## src/hdl/train_motor_and_light_controller_unit_defines.svh

```systemverilog
// ----------------------------------------------------------------------------
// train motor and light controller: assertion macros
// shared macros for the concurrent checks of the controller
// ----------------------------------------------------------------------------
`ifndef TRAIN_MOTOR_AND_LIGHT_CONTROLLER_UNIT_DEFINES_SVH
`define TRAIN_MOTOR_AND_LIGHT_CONTROLLER_UNIT_DEFINES_SVH

// check sampled on clock, switched off while reset is high
`define TMLC_ASSERT(label, prop, msg) \
   label: assert property (@(posedge clock) disable iff (reset) prop) else $error(msg);

// check sampled on clock at every edge, reset included
`define TMLC_ASSERT_ALWAYS(label, prop, msg) \
   label: assert property (@(posedge clock) prop) else $error(msg);

`endif

```

## src/hdl/tmlc_pkg.sv

```systemverilog
// ----------------------------------------------------------------------------
// tmlc_pkg
// codes, constants and types of the motor and light controller
// ----------------------------------------------------------------------------
package tmlc_pkg;

   // command codes
   localparam logic [2:0] ACT_SET_SPEED = 3'd0;
   localparam logic [2:0] ACT_ESTOP     = 3'd1;
   localparam logic [2:0] ACT_SET_FN    = 3'd2;
   localparam logic [2:0] ACT_TICK      = 3'd3;
   localparam logic [2:0] ACT_READ_FN   = 3'd4;

   // lamp phase codes
   localparam logic [2:0] PH_STEADY  = 3'd0;
   localparam logic [2:0] PH_SLOW_A  = 3'd1;
   localparam logic [2:0] PH_MED_A   = 3'd2;
   localparam logic [2:0] PH_FAST_A  = 3'd3;
   localparam logic [2:0] PH_SLOW_B  = 3'd4;
   localparam logic [2:0] PH_MED_B   = 3'd5;
   localparam logic [2:0] PH_FAST_B  = 3'd6;
   localparam logic [2:0] PH_NEVER   = 3'd7;

   // register indexes
   localparam logic CSR_PHASE  = 1'b0;
   localparam logic CSR_BRIGHT = 1'b1;

   // channels and duty values
   localparam logic [2:0] CH_SIDE_A    = 3'd0;
   localparam logic [2:0] CH_SIDE_B    = 3'd1;
   localparam logic [2:0] CH_LAMP_BASE = 3'd2;
   localparam logic [6:0] DUTY_FULL    = 7'd100;
   localparam logic [6:0] DUTY_OFF     = 7'd0;

   // speed cap in 8.8 mph (128.0) and its shift
   localparam logic [15:0] SPEED_CAP   = 16'd32768;
   localparam int          SPEED_SHIFT = 15;

   // result list depth
   localparam int MAX_RESULTS = 6;
   localparam int CNT_W       = 3;

   // one duty write or read answer
   typedef struct packed {
      logic [2:0] channel;
      logic [6:0] duty;
      logic       hold_before;
      logic       is_read;
      logic       read_value;
   } rsp_entry_type;

   // a result slot that may or may not be produced
   typedef struct packed {
      logic          en;
      rsp_entry_type e;
   } cand_type;

endpackage

```

## src/hdl/train_motor_and_light_controller_unit.sv

```systemverilog
// ----------------------------------------------------------------------------
// train_motor_and_light_controller_unit
// h-bridge motor and lamp duty writer of a model-train decoder
// ----------------------------------------------------------------------------
// channel   direction  handshake            payload
// req       in         req_valid/req_stall  action, forward, speed, fn, blink
// rsp       out        rsp_valid/rsp_stall  channel, duty, hold, read, last
// csr       in         csr_wr_en            csr_index, csr_wdata
//
// a request is taken into an input register, then its whole result list
// (0 to 6 entries) is built and loaded into the result list register
// the list drains one entry per cycle while rsp_stall is low
// the next list loads in the cycle the last entry is taken; rsp_stall holds it
// reset is synchronous and clears direction, master, lamp and register state
// ----------------------------------------------------------------------------
`include "train_motor_and_light_controller_unit_defines.svh"

module train_motor_and_light_controller_unit #(
   parameter int LAMP_COUNT = 6
) (
   input  logic                    clock,
   input  logic                    reset,
   // request channel
   input  logic                    req_valid,
   output logic                    req_stall,
   input  logic [2:0]              req_action,
   input  logic                    req_forward,
   input  logic [15:0]             req_speed_mph,
   input  logic [3:0]              req_fn_number,
   input  logic                    req_fn_on,
   input  logic                    req_blink_fast,
   input  logic                    req_blink_medium,
   input  logic                    req_blink_slow,
   // result channel
   output logic                    rsp_valid,
   input  logic                    rsp_stall,
   output logic [2:0]              rsp_channel,
   output logic [6:0]              rsp_duty,
   output logic                    rsp_hold_before,
   output logic                    rsp_is_read,
   output logic                    rsp_read_value,
   output logic                    rsp_last,
   // register write port
   input  logic                    csr_wr_en,
   input  logic                    csr_index,
   input  logic [7*LAMP_COUNT-1:0] csr_wdata
);

   localparam int PHASE_W    = 3 * LAMP_COUNT;
   localparam int BRIGHT_W   = 7 * LAMP_COUNT;
   localparam int LAMP_IDX_W = $clog2(LAMP_COUNT);
   localparam int CAND_N     = (LAMP_COUNT > 6) ? LAMP_COUNT : 6;

   // configuration and decoder state
   logic [PHASE_W-1:0]    phase_ff, phase_in;
   logic [BRIGHT_W-1:0]   bright_ff, bright_in;
   logic                  motor_fwd_ff, motor_fwd_in;
   logic                  speed_fwd_ff, speed_fwd_in;
   logic                  master_ff, master_in;
   logic [LAMP_COUNT-1:0] lamp_on_ff, lamp_on_in;

   // input register
   logic                  s1_valid_ff, s1_valid_in;
   logic [2:0]            s1_action_ff, s1_action_in;
   logic                  s1_forward_ff, s1_forward_in;
   logic [15:0]           s1_speed_ff, s1_speed_in;
   logic [3:0]            s1_fn_ff, s1_fn_in;
   logic                  s1_fn_on_ff, s1_fn_on_in;
   logic                  s1_fast_ff, s1_fast_in;
   logic                  s1_medium_ff, s1_medium_in;
   logic                  s1_slow_ff, s1_slow_in;

   // result list register
   tmlc_pkg::rsp_entry_type list_ff [tmlc_pkg::MAX_RESULTS];
   tmlc_pkg::rsp_entry_type list_in [tmlc_pkg::MAX_RESULTS];
   logic [tmlc_pkg::CNT_W-1:0] cnt_ff, cnt_in;
   logic [tmlc_pkg::CNT_W-1:0] rd_ff, rd_in;

   // list build
   tmlc_pkg::cand_type         cand [CAND_N];
   tmlc_pkg::rsp_entry_type    calc_list [tmlc_pkg::MAX_RESULTS];
   logic [tmlc_pkg::CNT_W-1:0] calc_cnt;

   logic                  req_take;
   logic                  rsp_take;
   logic                  list_done;
   logic                  list_free;
   logic                  move;
   logic [15:0]           mph_cap;
   logic [22:0]           fill_prod;
   logic [6:0]            fill_duty;
   logic                  fn_is_lamp;
   logic [LAMP_IDX_W-1:0] fn_idx;

   // saturate a brightness field to 100 percent
   function automatic logic [6:0] sat_bright(input logic [6:0] b);
      return (b > tmlc_pkg::DUTY_FULL) ? tmlc_pkg::DUTY_FULL : b;
   endfunction

   // duty write caused by switching one lamp on or off
   function automatic tmlc_pkg::cand_type lamp_set(input logic [LAMP_IDX_W-1:0] idx,
                                                   input logic on);
      tmlc_pkg::cand_type c;
      logic [2:0]         ph;
      logic [6:0]         br;
      ph          = phase_ff[3*idx +: 3];
      br          = sat_bright(bright_ff[7*idx +: 7]);
      c           = '0;
      c.en        = !on || (ph == tmlc_pkg::PH_STEADY);
      c.e.channel = 3'(idx) + tmlc_pkg::CH_LAMP_BASE;
      c.e.duty    = on ? br : tmlc_pkg::DUTY_OFF;
      return c;
   endfunction

   // handshakes
   assign rsp_valid = (cnt_ff != '0);
   assign list_done = (rd_ff == cnt_ff - 3'd1);
   assign rsp_take  = rsp_valid && !rsp_stall;
   assign list_free = !rsp_valid || (rsp_take && list_done);
   assign move      = s1_valid_ff && list_free;
   assign req_stall = s1_valid_ff && !list_free;
   assign req_take  = req_valid && !req_stall;

   // result outputs
   assign rsp_channel     = list_ff[rd_ff].channel;
   assign rsp_duty        = list_ff[rd_ff].duty;
   assign rsp_hold_before = list_ff[rd_ff].hold_before;
   assign rsp_is_read     = list_ff[rd_ff].is_read;
   assign rsp_read_value  = list_ff[rd_ff].read_value;
   assign rsp_last        = list_done;

   // trailing side duty: min(mph,128.0)*100/128.0
   assign mph_cap   = (s1_speed_ff > tmlc_pkg::SPEED_CAP) ? tmlc_pkg::SPEED_CAP : s1_speed_ff;
   assign fill_prod = 23'(mph_cap) * 23'd100;
   assign fill_duty = fill_prod[tmlc_pkg::SPEED_SHIFT +: 7];

   // function number decode
   assign fn_is_lamp = (s1_fn_ff != 4'd0) && (s1_fn_ff <= 4'(LAMP_COUNT));
   assign fn_idx     = LAMP_IDX_W'(s1_fn_ff - 4'd1);

   // input register next
   always_comb begin
      s1_valid_in  = req_take ? 1'b1 : (move ? 1'b0 : s1_valid_ff);
      s1_action_in = req_take ? req_action       : s1_action_ff;
      s1_forward_in = req_take ? req_forward     : s1_forward_ff;
      s1_speed_in  = req_take ? req_speed_mph    : s1_speed_ff;
      s1_fn_in     = req_take ? req_fn_number    : s1_fn_ff;
      s1_fn_on_in  = req_take ? req_fn_on        : s1_fn_on_ff;
      s1_fast_in   = req_take ? req_blink_fast   : s1_fast_ff;
      s1_medium_in = req_take ? req_blink_medium : s1_medium_ff;
      s1_slow_in   = req_take ? req_blink_slow   : s1_slow_ff;
   end

   // command decode: result slots in order and state update
   always_comb begin
      logic [2:0] ph;
      logic       lit;
      logic       hold;
      for (int k = 0; k < CAND_N; k++) begin
         cand[k] = '0;
      end
      motor_fwd_in = motor_fwd_ff;
      speed_fwd_in = speed_fwd_ff;
      master_in    = master_ff;
      lamp_on_in   = lamp_on_ff;
      ph           = tmlc_pkg::PH_STEADY;
      lit          = 1'b0;
      hold         = 1'b0;
      if (move) begin
         unique case (s1_action_ff)
            tmlc_pkg::ACT_SET_SPEED: begin
               speed_fwd_in = s1_forward_ff;
               motor_fwd_in = s1_forward_ff;
               // direction change: brake both sides first
               if (motor_fwd_ff != s1_forward_ff) begin
                  hold              = 1'b1;
                  cand[0].en        = 1'b1;
                  cand[0].e.channel = tmlc_pkg::CH_SIDE_A;
                  cand[0].e.duty    = tmlc_pkg::DUTY_FULL;
                  cand[1].en        = 1'b1;
                  cand[1].e.channel = tmlc_pkg::CH_SIDE_B;
                  cand[1].e.duty    = tmlc_pkg::DUTY_FULL;
               end
               cand[2].en            = 1'b1;
               cand[2].e.channel     = s1_forward_ff ? tmlc_pkg::CH_SIDE_B
                                                     : tmlc_pkg::CH_SIDE_A;
               cand[2].e.duty        = tmlc_pkg::DUTY_FULL;
               cand[2].e.hold_before = hold;
               cand[3].en            = 1'b1;
               cand[3].e.channel     = s1_forward_ff ? tmlc_pkg::CH_SIDE_A
                                                     : tmlc_pkg::CH_SIDE_B;
               cand[3].e.duty        = fill_duty;
               // headlights follow the direction while the master is on
               if (master_ff) begin
                  if (s1_forward_ff) begin
                     cand[4]       = lamp_set(LAMP_IDX_W'(1), 1'b0);
                     cand[5]       = lamp_set(LAMP_IDX_W'(0), 1'b1);
                     lamp_on_in[1] = 1'b0;
                     lamp_on_in[0] = 1'b1;
                  end else begin
                     cand[4]       = lamp_set(LAMP_IDX_W'(0), 1'b0);
                     cand[5]       = lamp_set(LAMP_IDX_W'(1), 1'b1);
                     lamp_on_in[0] = 1'b0;
                     lamp_on_in[1] = 1'b1;
                  end
               end
            end
            tmlc_pkg::ACT_ESTOP: begin
               for (int k = 0; k < 4; k++) begin
                  cand[k].en        = 1'b1;
                  cand[k].e.channel = (k % 2 == 0) ? tmlc_pkg::CH_SIDE_A
                                                   : tmlc_pkg::CH_SIDE_B;
                  cand[k].e.duty    = (k < 2) ? tmlc_pkg::DUTY_FULL : tmlc_pkg::DUTY_OFF;
               end
               cand[2].e.hold_before = 1'b1;
            end
            tmlc_pkg::ACT_SET_FN: begin
               if (s1_fn_ff == 4'd0) begin
                  // headlight master
                  master_in     = s1_fn_on_ff;
                  lamp_on_in[0] = s1_fn_on_ff && speed_fwd_ff;
                  lamp_on_in[1] = s1_fn_on_ff && !speed_fwd_ff;
                  cand[0] = lamp_set(LAMP_IDX_W'(0), s1_fn_on_ff && speed_fwd_ff);
                  cand[1] = lamp_set(LAMP_IDX_W'(1), s1_fn_on_ff && !speed_fwd_ff);
               end else if (fn_is_lamp) begin
                  lamp_on_in[fn_idx] = s1_fn_on_ff;
                  cand[0]            = lamp_set(fn_idx, s1_fn_on_ff);
               end
            end
            tmlc_pkg::ACT_TICK: begin
               // every lit blinking lamp gets its level for this tick
               for (int i = 0; i < LAMP_COUNT; i++) begin
                  ph = phase_ff[3*i +: 3];
                  case (ph)
                     tmlc_pkg::PH_SLOW_A: lit = s1_slow_ff;
                     tmlc_pkg::PH_MED_A:  lit = s1_medium_ff;
                     tmlc_pkg::PH_FAST_A: lit = s1_fast_ff;
                     tmlc_pkg::PH_SLOW_B: lit = !s1_slow_ff;
                     tmlc_pkg::PH_MED_B:  lit = !s1_medium_ff;
                     tmlc_pkg::PH_FAST_B: lit = !s1_fast_ff;
                     default:             lit = 1'b0;
                  endcase
                  cand[i].en        = lamp_on_ff[i] && (ph != tmlc_pkg::PH_STEADY)
                                      && (ph != tmlc_pkg::PH_NEVER);
                  cand[i].e.channel = 3'(i) + tmlc_pkg::CH_LAMP_BASE;
                  cand[i].e.duty    = lit ? sat_bright(bright_ff[7*i +: 7])
                                          : tmlc_pkg::DUTY_OFF;
               end
            end
            tmlc_pkg::ACT_READ_FN: begin
               cand[0].en        = 1'b1;
               cand[0].e.is_read = 1'b1;
               if (s1_fn_ff == 4'd0) begin
                  cand[0].e.read_value = master_ff;
               end else if (fn_is_lamp) begin
                  cand[0].e.read_value = lamp_on_ff[fn_idx];
               end
            end
            default: begin
            end
         endcase
      end
   end

   // pack the produced slots into the result list
   always_comb begin
      logic [tmlc_pkg::CNT_W-1:0] n;
      n = '0;
      for (int k = 0; k < tmlc_pkg::MAX_RESULTS; k++) begin
         calc_list[k] = '0;
      end
      for (int k = 0; k < CAND_N; k++) begin
         if (cand[k].en && (n < 3'(tmlc_pkg::MAX_RESULTS))) begin
            calc_list[n] = cand[k].e;
            n            = n + 3'd1;
         end
      end
      calc_cnt = n;
   end

   // result list next
   always_comb begin
      list_in = list_ff;
      cnt_in  = cnt_ff;
      rd_in   = rd_ff;
      if (move) begin
         list_in = calc_list;
         cnt_in  = calc_cnt;
         rd_in   = '0;
      end else if (rsp_take) begin
         if (list_done) begin
            cnt_in = '0;
            rd_in  = '0;
         end else begin
            rd_in = rd_ff + 3'd1;
         end
      end
   end

   // register writes
   always_comb begin
      phase_in  = phase_ff;
      bright_in = bright_ff;
      if (csr_wr_en) begin
         unique case (csr_index)
            tmlc_pkg::CSR_PHASE:  phase_in  = csr_wdata[PHASE_W-1:0];
            tmlc_pkg::CSR_BRIGHT: bright_in = csr_wdata;
            default: begin
            end
         endcase
      end
   end

   // control and state registers
   always_ff @(posedge clock) begin
      if (reset) begin
         phase_ff     <= '0;
         bright_ff    <= '0;
         motor_fwd_ff <= 1'b0;
         speed_fwd_ff <= 1'b0;
         master_ff    <= 1'b0;
         lamp_on_ff   <= '0;
         s1_valid_ff  <= 1'b0;
         cnt_ff       <= '0;
         rd_ff        <= '0;
      end else begin
         phase_ff     <= phase_in;
         bright_ff    <= bright_in;
         motor_fwd_ff <= motor_fwd_in;
         speed_fwd_ff <= speed_fwd_in;
         master_ff    <= master_in;
         lamp_on_ff   <= lamp_on_in;
         s1_valid_ff  <= s1_valid_in;
         cnt_ff       <= cnt_in;
         rd_ff        <= rd_in;
      end
   end

   // payload registers
   always_ff @(posedge clock) begin
      s1_action_ff  <= s1_action_in;
      s1_forward_ff <= s1_forward_in;
      s1_speed_ff   <= s1_speed_in;
      s1_fn_ff      <= s1_fn_in;
      s1_fn_on_ff   <= s1_fn_on_in;
      s1_fast_ff    <= s1_fast_in;
      s1_medium_ff  <= s1_medium_in;
      s1_slow_ff    <= s1_slow_in;
      list_ff       <= list_in;
   end

   // checks
   `TMLC_ASSERT_ALWAYS(a_reset_clears_list, reset |=> (cnt_ff == '0 && !s1_valid_ff), "list not empty after reset")
   `TMLC_ASSERT(a_rd_in_range, rsp_valid |-> (rd_ff < cnt_ff && cnt_ff <= 3'(tmlc_pkg::MAX_RESULTS)), "read index out of list")
   `TMLC_ASSERT(a_stall_holds_index, (rsp_valid && rsp_stall) |=> (rsp_valid && $stable(rd_ff)), "stalled result moved")
   `TMLC_ASSERT(a_estop_four_writes, (move && s1_action_ff == tmlc_pkg::ACT_ESTOP) |=> (cnt_ff == 3'd4 && rd_ff == '0), "emergency stop list wrong")
   `TMLC_ASSERT(a_stall_only_when_held, req_stall |-> (s1_valid_ff && rsp_valid), "request stalled with free list")

endmodule
```

## config.mk

```make
export PLATFORM = sky130hd
export DESIGN_NAME = train_motor_and_light_controller_unit
export DESIGN_NICKNAME = d
export VERILOG_FILES = /design/src/hdl/tmlc_pkg.sv /design/src/hdl/train_motor_and_light_controller_unit.sv
export VERILOG_INCLUDE_DIRS = /design/src /design/src/hdl
export SDC_FILE = /design/constraint.sdc
export NUM_CORES = 1
export LEC_CHECK = 0
export BUFFER_PORTS_ARGS = -buffer_cell sky130_fd_sc_hd__clkbuf_2
export CELL_PAD_IN_SITES_DETAIL_PLACEMENT = 0
export CELL_PAD_IN_SITES_GLOBAL_PLACEMENT = 2
export CORE_MARGIN = 2
export CORE_UTILIZATION = 34
export DETAILED_ROUTE_END_ITERATION = 10
export PLACE_DENSITY_LB_ADDON = 0.1
export SLEW_MARGIN = 15
export SYNTH_ARGS = -nofsm -noshare
export SYNTH_HDL_FRONTEND = slang
export SYNTH_SLANG_ARGS = --single-unit
```

## constraint.sdc

```tcl
create_clock -name clock -period 6.1 [get_ports clock]
set_input_delay 0.915 -clock clock [delete_from_list [all_inputs] [get_ports clock]]
set_output_delay 0.915 -clock clock [all_outputs]
set_load 0.005 [all_outputs]
```

=== After elaboration in Yosys (flattened, before gate mapping) ===
Index checks and enable logic that the tools add are counted.

* Output and inout port bits: 16
* Register bits: 181
* Word-level logic and storage cells: 327

* Multiplexer cells: 109
* Bitwise operators: 8
* Add/subtract/negate cells: 9
* Multiply operators: 3
* Reduce and logical (&&, ||, !) cells: 72
* Shift-type cells: 2
* $lt $le $gt $ge: 27
* Equal/unequal tests: 50

{| class="wikitable"
|+ Operators with widths
! kind !! number
|-
| $bwmux W78 || 5
|-
| $mux W78 || 5
|-
| $demux W13 S3 || 5
|-
| $mux W7 || 16
|-
| $mux W13 || 8
|-
| $pmux W11 S3 || 2
|-
| $eq A3 B3 Y1 const B || 19
|-
| $mux W28 || 2
|-
| $gt A7 B7 Y1 const B || 7
|-
| $pmux W11 S2 || 2
|-
| $pmux W11 S4 || 1
|-
| $eq A3 B2 Y1 const B || 14
|-
| $mux W14 || 3
|-
| $shiftx A42 B7 Y7 || 1
|-
| $mux W40 || 1
|-
| $pmux W10 S4 || 1
|-
| $bmux W13 S3 || 1
|-
| $mux W3 || 12
|-
| $pmux W1 S6 || 6
|-
| $mux W11 || 3
|-
| $logic_and A1 B1 Y1 || 31
|-
| $mux W25 || 1
|-
| $ge A4 B4 Y1 const B || 6
|-
| $not A3 Y4 || 6
|-
| 39 further kinds || 122
|}

=== Depth between registers and ports, before layout ===
Gate-level depths: netlist of run 1.

* Depth in word-level cells: 30
* Gate-level depth with buffers: 24
* Mapped depth without buffers: 23

=== Worst setup path before layout of run 1 ===
OpenSTA, ideal clock, no wires.

* Kind: reg-to-reg
* Start point: register cnt_ff[0] (netlist bit)
* End point: register list_ff[51] (netlist bit) (data pin)
* Setup slack: -0.618 ns
* Arrival: 6.459 ns
* Stages on the path, launching flop included: 24
* Data required time: 5.841 ns
* Path buffers: 3
* Path through: dfxtp_1 > inv_1 > ha_1 > ha_1 > xor2_2 > a41oi_1 > clkinv_1 > nand2_1 > ha_1 > clkbuf_1 > nand2_1 > or4b_1 > buf_2 > o21ai_4 > xnor2_4 > clkinv_8 > ha_1 > nand2_1 > o31ai_2 > nor2b_1 > and3_1 > buf_2 > nand2b_1 > o31a_1

{| class="wikitable"
|+ RTL lines
! what !! RTL line !! RTL
|-
| start: declaration || train_motor_and_light_controller_unit.sv:76 || <nowiki>logic [tmlc_pkg::CNT_W-1:0] cnt_ff, cnt_in;</nowiki>
|-
| start signal: assignment || train_motor_and_light_controller_unit.sv:334 || <nowiki>cnt_ff <= cnt_in;</nowiki>
|-
| end signal: assignment || train_motor_and_light_controller_unit.sv:349 || <nowiki>list_ff <= list_in;</nowiki>
|-
| end: declaration || train_motor_and_light_controller_unit.sv:74 || <nowiki>tmlc_pkg::rsp_entry_type list_ff [tmlc_pkg::MAX_RESULTS];</nowiki>
|}

==> results of run 1 <==
## final timing paths
check / from / end / slack, ns / cells after the start
worst max-delay path: s1_fn_ff[0]$_DFFE_PP_ / list_ff[5]$_DFFE_PP_ / 0.42 / 19
worst min-delay path: cnt_ff[2]$_SDFFE_PP0P_ / cnt_ff[2]$_SDFFE_PP0P_ / 0.47 / 2
worst max register to register: s1_fn_ff[0]$_DFFE_PP_ / list_ff[5]$_DFFE_PP_ / 0.42 / 19
worst min register to register: cnt_ff[2]$_SDFFE_PP0P_ / cnt_ff[2]$_SDFFE_PP0P_ / 0.47 / 2
## routing by layer
metal,share of wire,global-route usage
met5,0,0
met4,0.040,0.108
met3,0.052,0.0404
met2,0.45,0.390
met1,0.45,0.337
## layout make-up
| cell class | count | share of cell area |
|---|---|---|
| Timing Repair Buffer | 136 | 0.0582 |
| Inverter | 83 | 0.0239 |
| Clock buffer | 18 | 0.0315 |
| Multi-Input combinational cell | 1044 | 0.518 |
| Sequential cell | 169 | 0.317 |
| Tap cell | 455 | 0.0418 |
| Clock inverter | 14 | 0.00899 |
## worst max-delay path: stages, from the launching register on
cell,delay [ns]
edfxtp_1,0.39
inv_1,0.18
ha_1,0.23
or3b_2,0.58
nor2_1,0.19
a221o_1,0.25
nand2_1,0.21
inv_1,0.13
ha_1,0.33
nand2_1,0.13
or4b_1,0.55
o21ai_4,0.30
xnor2_4,0.25
clkinv_8,0.15
ha_1,0.31
nand2_1,0.07
o31ai_2,0.14
nor2_1,0.23
and3_1,0.60
mux2i_1,0.17
## logic make-up (layout without fill, tap and decap cells)
logic type      count (synthesis)  count (layout)
fa+ha+maj                      72              72
xor+xnor                       14              14
compound gates                370             370
mux                            81              81
flops                         169             169
buf+inv                       163             251
simple gates                  507             507
## state kept, by name, indices dropped and copies added (netlist names), 3 cells and up
name	flops
lamp_on_ff	6
s1_speed_ff	16
phase_ff	18
cnt_ff	3
s1_fn_ff	4
bright_ff	42
rd_ff	3
list_ff	66
s1_action_ff	3
## layout by cell type, fill, tap and decap left out, types with 12 or more instances in the layout
master	count
nor3_1	27
nand3_1	49
mux4_2	21
a21o_1	14
o31ai_1	14
mux2i_1	52
clkbuf_2	91
o21ai_0	47
nor2b_1	15
inv_1	77
nor2_1	84
nand2_1	222
ha_1	61
and2_1	17
a21oi_1	131
o22ai_1	23
clkbuf_16	17
buf_4	45
dfxtp_1	75
and3_1	19
edfxtp_1	94
o211ai_1	19
a211oi_1	12
## power groups by stage
stage	clock (mW)	sequential, mW	combinational [mW]
5_1_grt	1.14	1.32	0.479
2_1_floorplan	0	1.30	0.290
3_3_place_gp	0	1.33	0.427
4_1_cts	1.09	1.31	0.430
6_report	1.07	1.31	0.428
3_5_place_dp	0	1.33	0.427
==> metrics.cfg, run 1 <==
[placement]
globalplace.congestion = 0.911
post-place-cells = 1887
placedInstanceArea_um2 = 13100
dp_hpwl_mm = 35.3
pre_cts_ws_ns = 0.474
portBuffers = 91

[sta]
tns_ns = 0
finalHoldViolations = 0
clock_skew_ns = 0.00981
max_freq_ghz = 0.176
rsz0062_at_grt = no
slew_headroom = 0.205
worstMarginPinSlew_ns = 1.18
period_minus_slack_ns = 5.68
fin_ws_ns = 0.424
setup_violations = 0
whs_ns = 0.468
report.final.slew_viol_count = 0
finalCritPeriodShare = 0.930

[logic_synthesis]
avgSynthCellArea_um2 = 8.75
synth_area_um2 = 12000
ys_warn_count = 0
synth_cell_type_count = 83
syn_inst = 1376
synthSimpleGateAreaFrac = 0.198
synth_edf_count = 94
ys.flop_type = edfxtp_1
synth.largest_area_cell = edfxtp_1
synth_common_cells = 222 x nand2_1, 131 x a21oi_1, 94 x edfxtp_1
synth-adder-area-share = 0.0817
synth.area.top_cells = edfxtp_1 23%, dfxtp_1 12%, nand2_1 6.9%
yosysTopAreaCellShare = 0.235
ys_ff_latch = 169
muxShareOfSynthArea = 0.0900
synth.most_common_cell = nand2_1
synth_compound_area_frac = 0.202
yosys.area_share.xor_xnor = 0.0152
ys_seq_area_frac = 0.359
synth_nets = 1524
synth_top_family_by_area = compound AO/OA/AOI/OAI gates
async_flop_share = 0

[floorplanning]
start_util = 0.347
fp.dieH_um = 192
core-area_um2 = 34700
rows = 68
io_pins = 92
die_w_um = 192
die-area_um2 = 36900

[clock_network]
clkTransAtPathRegs_ns = 0.07
cts_sinks = 169
cts_setup_buffers = 0
clock_path_buffers = 2
clkLatencyLatePin_ns = 0.46
htree_levels = 4
cts-buffers-inserted = 17
ctsRootBufferMaster = clkbuf_16
cts_tree = built
cts_resized = 0
postCtsHoldBufs = 0

[cells_and_area]
multi_input_area_um2 = 7070
fin_cells = 1919
drive_gt1_frac = 0.150
diodes = 0
final_nets = 1599
fin_area_um2 = 13600
fin_util = 0.393
synthToLayoutAreaGrowth_pct = 13.3
num-fill-cells = 3534
seq_area_um2 = 4320

[min_path]
hp-class = reg -> reg

[critical_path]
start_kind = flip-flop
critical_path.max_fanout = 11
crit_arrival_ns = 5.84
worst_ep_required_time_ns = 6.27
worstSetupPathType = reg -> reg
endpoint_kind = flip-flop

[pwr]
switching_share = 0.293
seqPwrFrac = 0.467
p_clk_frac = 0.380
intPower_mw = 1.98
power_density_nw_per_um2 = 206
max-vdd-ir-drop_uv = 203
p_comb_frac = 0.152
leakage_nw = 5.21
p_sw_mw = 0.823
power_mw = 2.81

[routing]
wl_per_cell_um = 23.4
first_pass_iters = 7
drcViolationCount = 0
routed_wl_mm = 44.9
viasPerCell = 5.72
vias = 11000
drtIter0Drc = 904
antenna_left = 0

[global_routing]
grt_max_degree = 74
overflow = 0
grt_pass1_wl_mm = 67.2
antenna_found_initial = 0
grt.total_usage = 0.249
grt_pass1_vias = 10600

[job]
drv_cap = 0

[run_status]
status = completed

(Power assumes the default switching activity.)
==> run 2, diff against run 1 <==
--- a/config.mk
+++ b/config.mk
@@ -9,8 +9,8 @@
 export BUFFER_PORTS_ARGS = -buffer_cell sky130_fd_sc_hd__clkbuf_2
 export CELL_PAD_IN_SITES_DETAIL_PLACEMENT = 0
 export CELL_PAD_IN_SITES_GLOBAL_PLACEMENT = 2
-export CORE_MARGIN = 2
 export CORE_UTILIZATION = 34
+export CTS_CLUSTER_DIAMETER = 150
 export DETAILED_ROUTE_END_ITERATION = 10
 export PLACE_DENSITY_LB_ADDON = 0.1
 export SLEW_MARGIN = 15
==> run 2 against run 1 <==
Cell area is 0.51% higher. Sequential power is essentially flat. Non-clock buffer count increased by 2. Clock power increased by 7%. Critical endpoint is now list_ff[10]$_DFFE_PP_. Die area is 2.1% lower. Sequential cell count unchanged. Worst setup slack improved by 0.042 ns. Total power rose by 3.0%. Routed wire length increased by 1.9%. Worst hold slack worse by 0.0039 ns.
==> metrics.cfg, run 2 (same netlist as run 1, synthesis figures left out) <==
[sta]
setup_violations = 0
max_freq_ghz = 0.177
rsz0062_at_grt = no
finalCritPeriodShare = 0.924
finalHoldViolations = 0
tns_ns = 0
report.final.slew_viol_count = 0
worstMarginPinSlew_ns = 1.17
clock_skew_ns = 0.00898
period_minus_slack_ns = 5.63
slew_headroom = 0.210
whs_ns = 0.465

[critical_path]
start_kind = flip-flop
critical_path.max_fanout = 11
endpoint_kind = flip-flop
worstSetupPathType = reg -> reg
crit_arrival_ns = 5.81
worst_ep_required_time_ns = 6.27

[job]
drv_cap = 0

[placement]
dp_hpwl_mm = 36.1
portBuffers = 91
post-place-cells = 1889
globalplace.congestion = 0.917

[clock_network]
clock_path_buffers = 2
cts_resized = 0
clkLatencyLatePin_ns = 0.46
cts_setup_buffers = 0
postCtsHoldBufs = 0
cts_tree = built
ctsRootBufferMaster = clkbuf_16
cts-buffers-inserted = 17
cts_sinks = 169
clkTransAtPathRegs_ns = 0.07
htree_levels = 4

[floorplanning]
fp.dieH_um = 190
core-area_um2 = 34700
io_pins = 92
start_util = 0.347
die_w_um = 190
rows = 68
die-area_um2 = 36200

[routing]
wl_per_cell_um = 23.8
drtIter0Drc = 840
first_pass_iters = 5
drcViolationCount = 0
routed_wl_mm = 45.7
viasPerCell = 5.74
antenna_left = 0
vias = 11000

[cells_and_area]
drive_gt1_frac = 0.152
final_cell_mix = 222 x nand2_1, 131 x a21oi_1, 94 x edfxtp_1
synthToLayoutAreaGrowth_pct = 13.9
largestRegisters = list_ff: 66 flops, bright_ff: 42 flops, phase_ff: 18 flops
regMostFlops = list_ff
diodes = 0
fin_cells = 1921
final_nets = 1601
fin_util = 0.395
largest_reg_flops = 66
final_common_cell = nand2_1

[pwr]
max-vdd-ir-drop_uv = 210
leakage_nw = 5.24
power_density_nw_per_um2 = 211

[global_routing]
antenna_found_initial = 0
use_met3 = 0.0295
grt_pass1_wl_mm = 68.7
grt_max_degree = 74
overflow = 0
grt_pass1_vias = 10800
grt.total_usage = 0.258
grt_use_met1 = 0.353
grt_busiest_layer = met2
grt_use_met2 = 0.418

[min_path]
hp-class = reg -> reg

[run_status]
status = completed

-- run 2: final cells by class --
class / count / area [um^2]
clock buffer: 18 / 429
multi-input combinational: 1044 / 7070
fill: 3619 / 21000
timing repair buffer: 138 / 808
clock inverter: 14 / 173
sequential: 169 / 4320
tap: 455 / 569
inverter: 83 / 325
-- run 2: layer usage --
metal,wire length [um],part of all wire
met1,21100,0.46
met2,21300,0.47
met3,1950,0.043
met4,1350,0.029
met5,0,0
-- run 2: critical path: stages (launching register included) --
cell      delay (ns)
edfxtp_1        0.38
inv_1           0.17
ha_1            0.23
or3b_2          0.58
nor2_1          0.21
a221o_1         0.25
nand2_1         0.22
ha_1            0.37
nand2_1         0.08
or4b_1          0.55
o21ai_4         0.29
xnor2_4         0.25
clkinv_8        0.15
ha_1            0.32
nand2_1         0.08
o31ai_2         0.15
nor2_1          0.23
and3_1          0.63
o21ai_0         0.19
-- run 2: path summary, 6_finish.rpt --
check | end | from | cells after the start | slack, ns
worst min register to register | cnt_ff[2]$_SDFFE_PP0P_ | cnt_ff[2]$_SDFFE_PP0P_ | 2 | 0.46
worst max register to register | list_ff[10]$_DFFE_PP_ | s1_fn_ff[0]$_DFFE_PP_ | 18 | 0.47
worst max-delay path | list_ff[10]$_DFFE_PP_ | s1_fn_ff[0]$_DFFE_PP_ | 18 | 0.47
worst min-delay path | cnt_ff[2]$_SDFFE_PP0P_ | cnt_ff[2]$_SDFFE_PP0P_ | 2 | 0.46
-- run 2: through the flow --
step                power, mW  setup slack, ns  instance area, um^2
floorplan                1.59            0.240                12000
global placement         1.76            0.654                13100
detailed placement       1.77            0.533                13100
CTS                      2.91            0.523                13700
global route             3.00            0.105                13700
finish                   2.89            0.466                13700
-- run 2: power breakdown --
part           internal [mW]  leakage (nW)  switching [mW]  total, mW
Sequential              1.26          1.47          0.0545       1.31
Combinational          0.164          3.49           0.267      0.431
Clock                  0.647         0.282           0.501       1.15
Total                   2.07          5.24           0.822       2.89
==> run 3, diff against run 2 <==
--- a/config.mk
+++ b/config.mk
@@ -8,11 +8,12 @@
 export LEC_CHECK = 0
 export BUFFER_PORTS_ARGS = -buffer_cell sky130_fd_sc_hd__clkbuf_2
 export CELL_PAD_IN_SITES_DETAIL_PLACEMENT = 0
-export CELL_PAD_IN_SITES_GLOBAL_PLACEMENT = 2
-export CORE_UTILIZATION = 34
+export CELL_PAD_IN_SITES_GLOBAL_PLACEMENT = 1
+export CORE_UTILIZATION = 40
 export CTS_CLUSTER_DIAMETER = 150
 export DETAILED_ROUTE_END_ITERATION = 10
 export PLACE_DENSITY_LB_ADDON = 0.1
+export SKIP_LAST_GASP = 1
 export SLEW_MARGIN = 15
 export SYNTH_ARGS = -nofsm -noshare
 export SYNTH_HDL_FRONTEND = slang
==> run 3 against run 2 <==
Clock power barely moved. Core utilization rose by 6.5 points. Non-clock buffer count fell by 2. Count of clock-buffer cells in the layout rose by 1. Die area fell by 15%. Cell count fell by 3.4%.
==> metrics.cfg, run 3 (same netlist as run 1, synthesis figures left out) <==
[cells_and_area]
fin_cells = 1855
fin_util = 0.459
largest_reg_flops = 66
largestRegisters = list_ff: 66 flops, bright_ff: 42 flops, phase_ff: 18 flops
final_common_cell = nand2_1
drive_gt1_frac = 0.152
synthToLayoutAreaGrowth_pct = 13.1
regMostFlops = list_ff
num-fill-cells = 3038
final_nets = 1599
final_cell_mix = 222 x nand2_1, 131 x a21oi_1, 94 x edfxtp_1

[sta]
finalHoldViolations = 0
worstMarginPinSlew_ns = 1.12
clock_skew_ns = 0.0184
finalCritPeriodShare = 0.946
tns_ns = 0
slew_headroom = 0.253
period_minus_slack_ns = 5.77
rsz0062_at_grt = no
whs_ns = 0.458
report.final.slew_viol_count = 0
max_freq_ghz = 0.173
setup_violations = 0

[critical_path]
crit_arrival_ns = 5.90
critical_path.max_fanout = 10
r2r_cells = 19
r2r_slack_ns = 0.33
worst_ep_required_time_ns = 6.23
timing.rr.end = list_ff[70]$_DFFE_PP_
endpoint_kind = flip-flop
start_kind = flip-flop
rr_startpoint = s1_fn_ff[0]$_DFFE_PP_
worstSetupPathType = reg -> reg

[clock_network]
htree_levels = 4
cts_tree = built
clkLatencyLatePin_ns = 0.45
cts_sinks = 169
clkTransAtPathRegs_ns = 0.07
ctsRootBufferMaster = clkbuf_16
clock_path_buffers = 2
cts-buffers-inserted = 17

[pwr]
max-vdd-ir-drop_uv = 171
power_density_nw_per_um2 = 212
leakage_nw = 5.24

[floorplanning]
core-area_um2 = 29600
rows = 63
fp.dieH_um = 175
start_util = 0.406
die_w_um = 175
io_pins = 92
die-area_um2 = 30800

[global_routing]
grt_max_degree = 74
antenna_found_initial = 0
grt_pass1_vias = 10700
grt.total_usage = 0.283
overflow = 0
grt_pass1_wl_mm = 65.2

[min_path]
worstHoldEndpoint = cnt_ff[2]$_SDFFE_PP0P_
hp-class = reg -> reg
min-delay-start = cnt_ff[2]$_SDFFE_PP0P_
whs_path_depth = 2

[routing]
viasPerCell = 5.93
first_pass_iters = 6
wl_per_cell_um = 23.1
drtIter0Drc = 887
vias = 11000
drcViolationCount = 0
antenna_left = 0
routed_wl_mm = 42.9

[job]
drv_cap = 0

[placement]
portBuffers = 91
post-place-cells = 1822
dp_hpwl_mm = 33.3
globalplace.congestion = 0.956

[run_status]
status = completed

[run 3: changes by cell type in the layout (fill, tap and decap cells not counted), sizes merged]
cell      before  now
inv           82   85
buf           47   45
clkinvlp       4    2
bufinv         3    2
clkbuf       109  110
clkinv         8    7
diode          0    1
[run 3: final cells by class]
type                            instances  area [um^2]  area share
Multi-Input combinational cell       1044         7080       0.520
Antenna cell                            1         2.50    0.000184
Tap cell                              390          488      0.0358
Sequential cell                       169         4320       0.318
Clock inverter                         13          140      0.0103
Timing Repair Buffer                  136          793      0.0583
Clock buffer                           19          454      0.0334
Inverter                               83          325      0.0239
[run 3: where the power goes]
group / leakage [nW] / internal [mW] / total, mW / switching [mW]
Sequential: 1.47 / 1.26 / 1.31 / 0.0528
Combinational: 3.48 / 0.164 / 0.426 / 0.262
Clock: 0.288 / 0.633 / 1.16 / 0.522
[run 3: timing repair]
| action | 4_1_cts | 5_1_grt |
|---|---|---|
| hold buffers | 0 | 0 |
| resized for setup | 0 | 1 |
| endpoints found under the setup margin | 0 | 1 |
| buffers inserted | 0 | 0 |
[run 3: metal layers]
layer  routed length [um]  vias to the layer above  global-route usage
met4                 1310                        0               0.111
met2                20100                      427               0.458
met1                19100                     5298               0.382
met5                    0                        -                   0
met3                 2460                       72              0.0377
li1                     -                     5210                   -
[run 3: worst max path at each step]
stage | start | to | slack, ns | cells past startpoint
finish | s1_fn_ff[0]$_DFFE_PP_ | list_ff[70]$_DFFE_PP_ | 0.33 | 19
global route | s1_fn_ff[0]$_DFFE_PP_ | list_ff[10]$_DFFE_PP_ | 0.06 | 18
CTS | s1_speed_ff[0]$_DFFE_PP_ | list_ff[70]$_DFFE_PP_ | 0.30 | 19
detailed placement | s1_speed_ff[0]$_DFFE_PP_ | list_ff[70]$_DFFE_PP_ | 0.33 | 19
global placement | s1_speed_ff[0]$_DFFE_PP_ | list_ff[70]$_DFFE_PP_ | 0.39 | 19
floorplan | cnt_ff[0]$_SDFFE_PP0P_ | list_ff[51]$_DFFE_PP_ | 0.24 | 23
[run 3: worst max-delay path, stage by stage (launching register included)]
cell      delay, ns
edfxtp_1       0.39
inv_1          0.20
ha_1           0.24
or3b_2         0.57
nor2_1         0.20
a221o_1        0.26
nand2_1        0.23
ha_1           0.37
nand2_1        0.09
or4b_1         0.55
o21ai_4        0.30
xnor2_4        0.25
clkinv_8       0.15
ha_1           0.32
nand2_1        0.08
o31ai_2        0.14
nor2_1         0.23
nand3_1        0.33
o311ai_0       0.27
o21ai_0        0.30
[run 3: per-stage QoR]
step	total power [mW]	cell area, um^2	setup slack [ns]
2_1_floorplan	1.59	12000	0.240
3_3_place_gp	1.75	13000	0.394
3_5_place_dp	1.76	13000	0.330
4_1_cts	2.90	13600	0.299
5_1_grt	2.99	13600	0.0641
6_report	2.89	13600	0.328
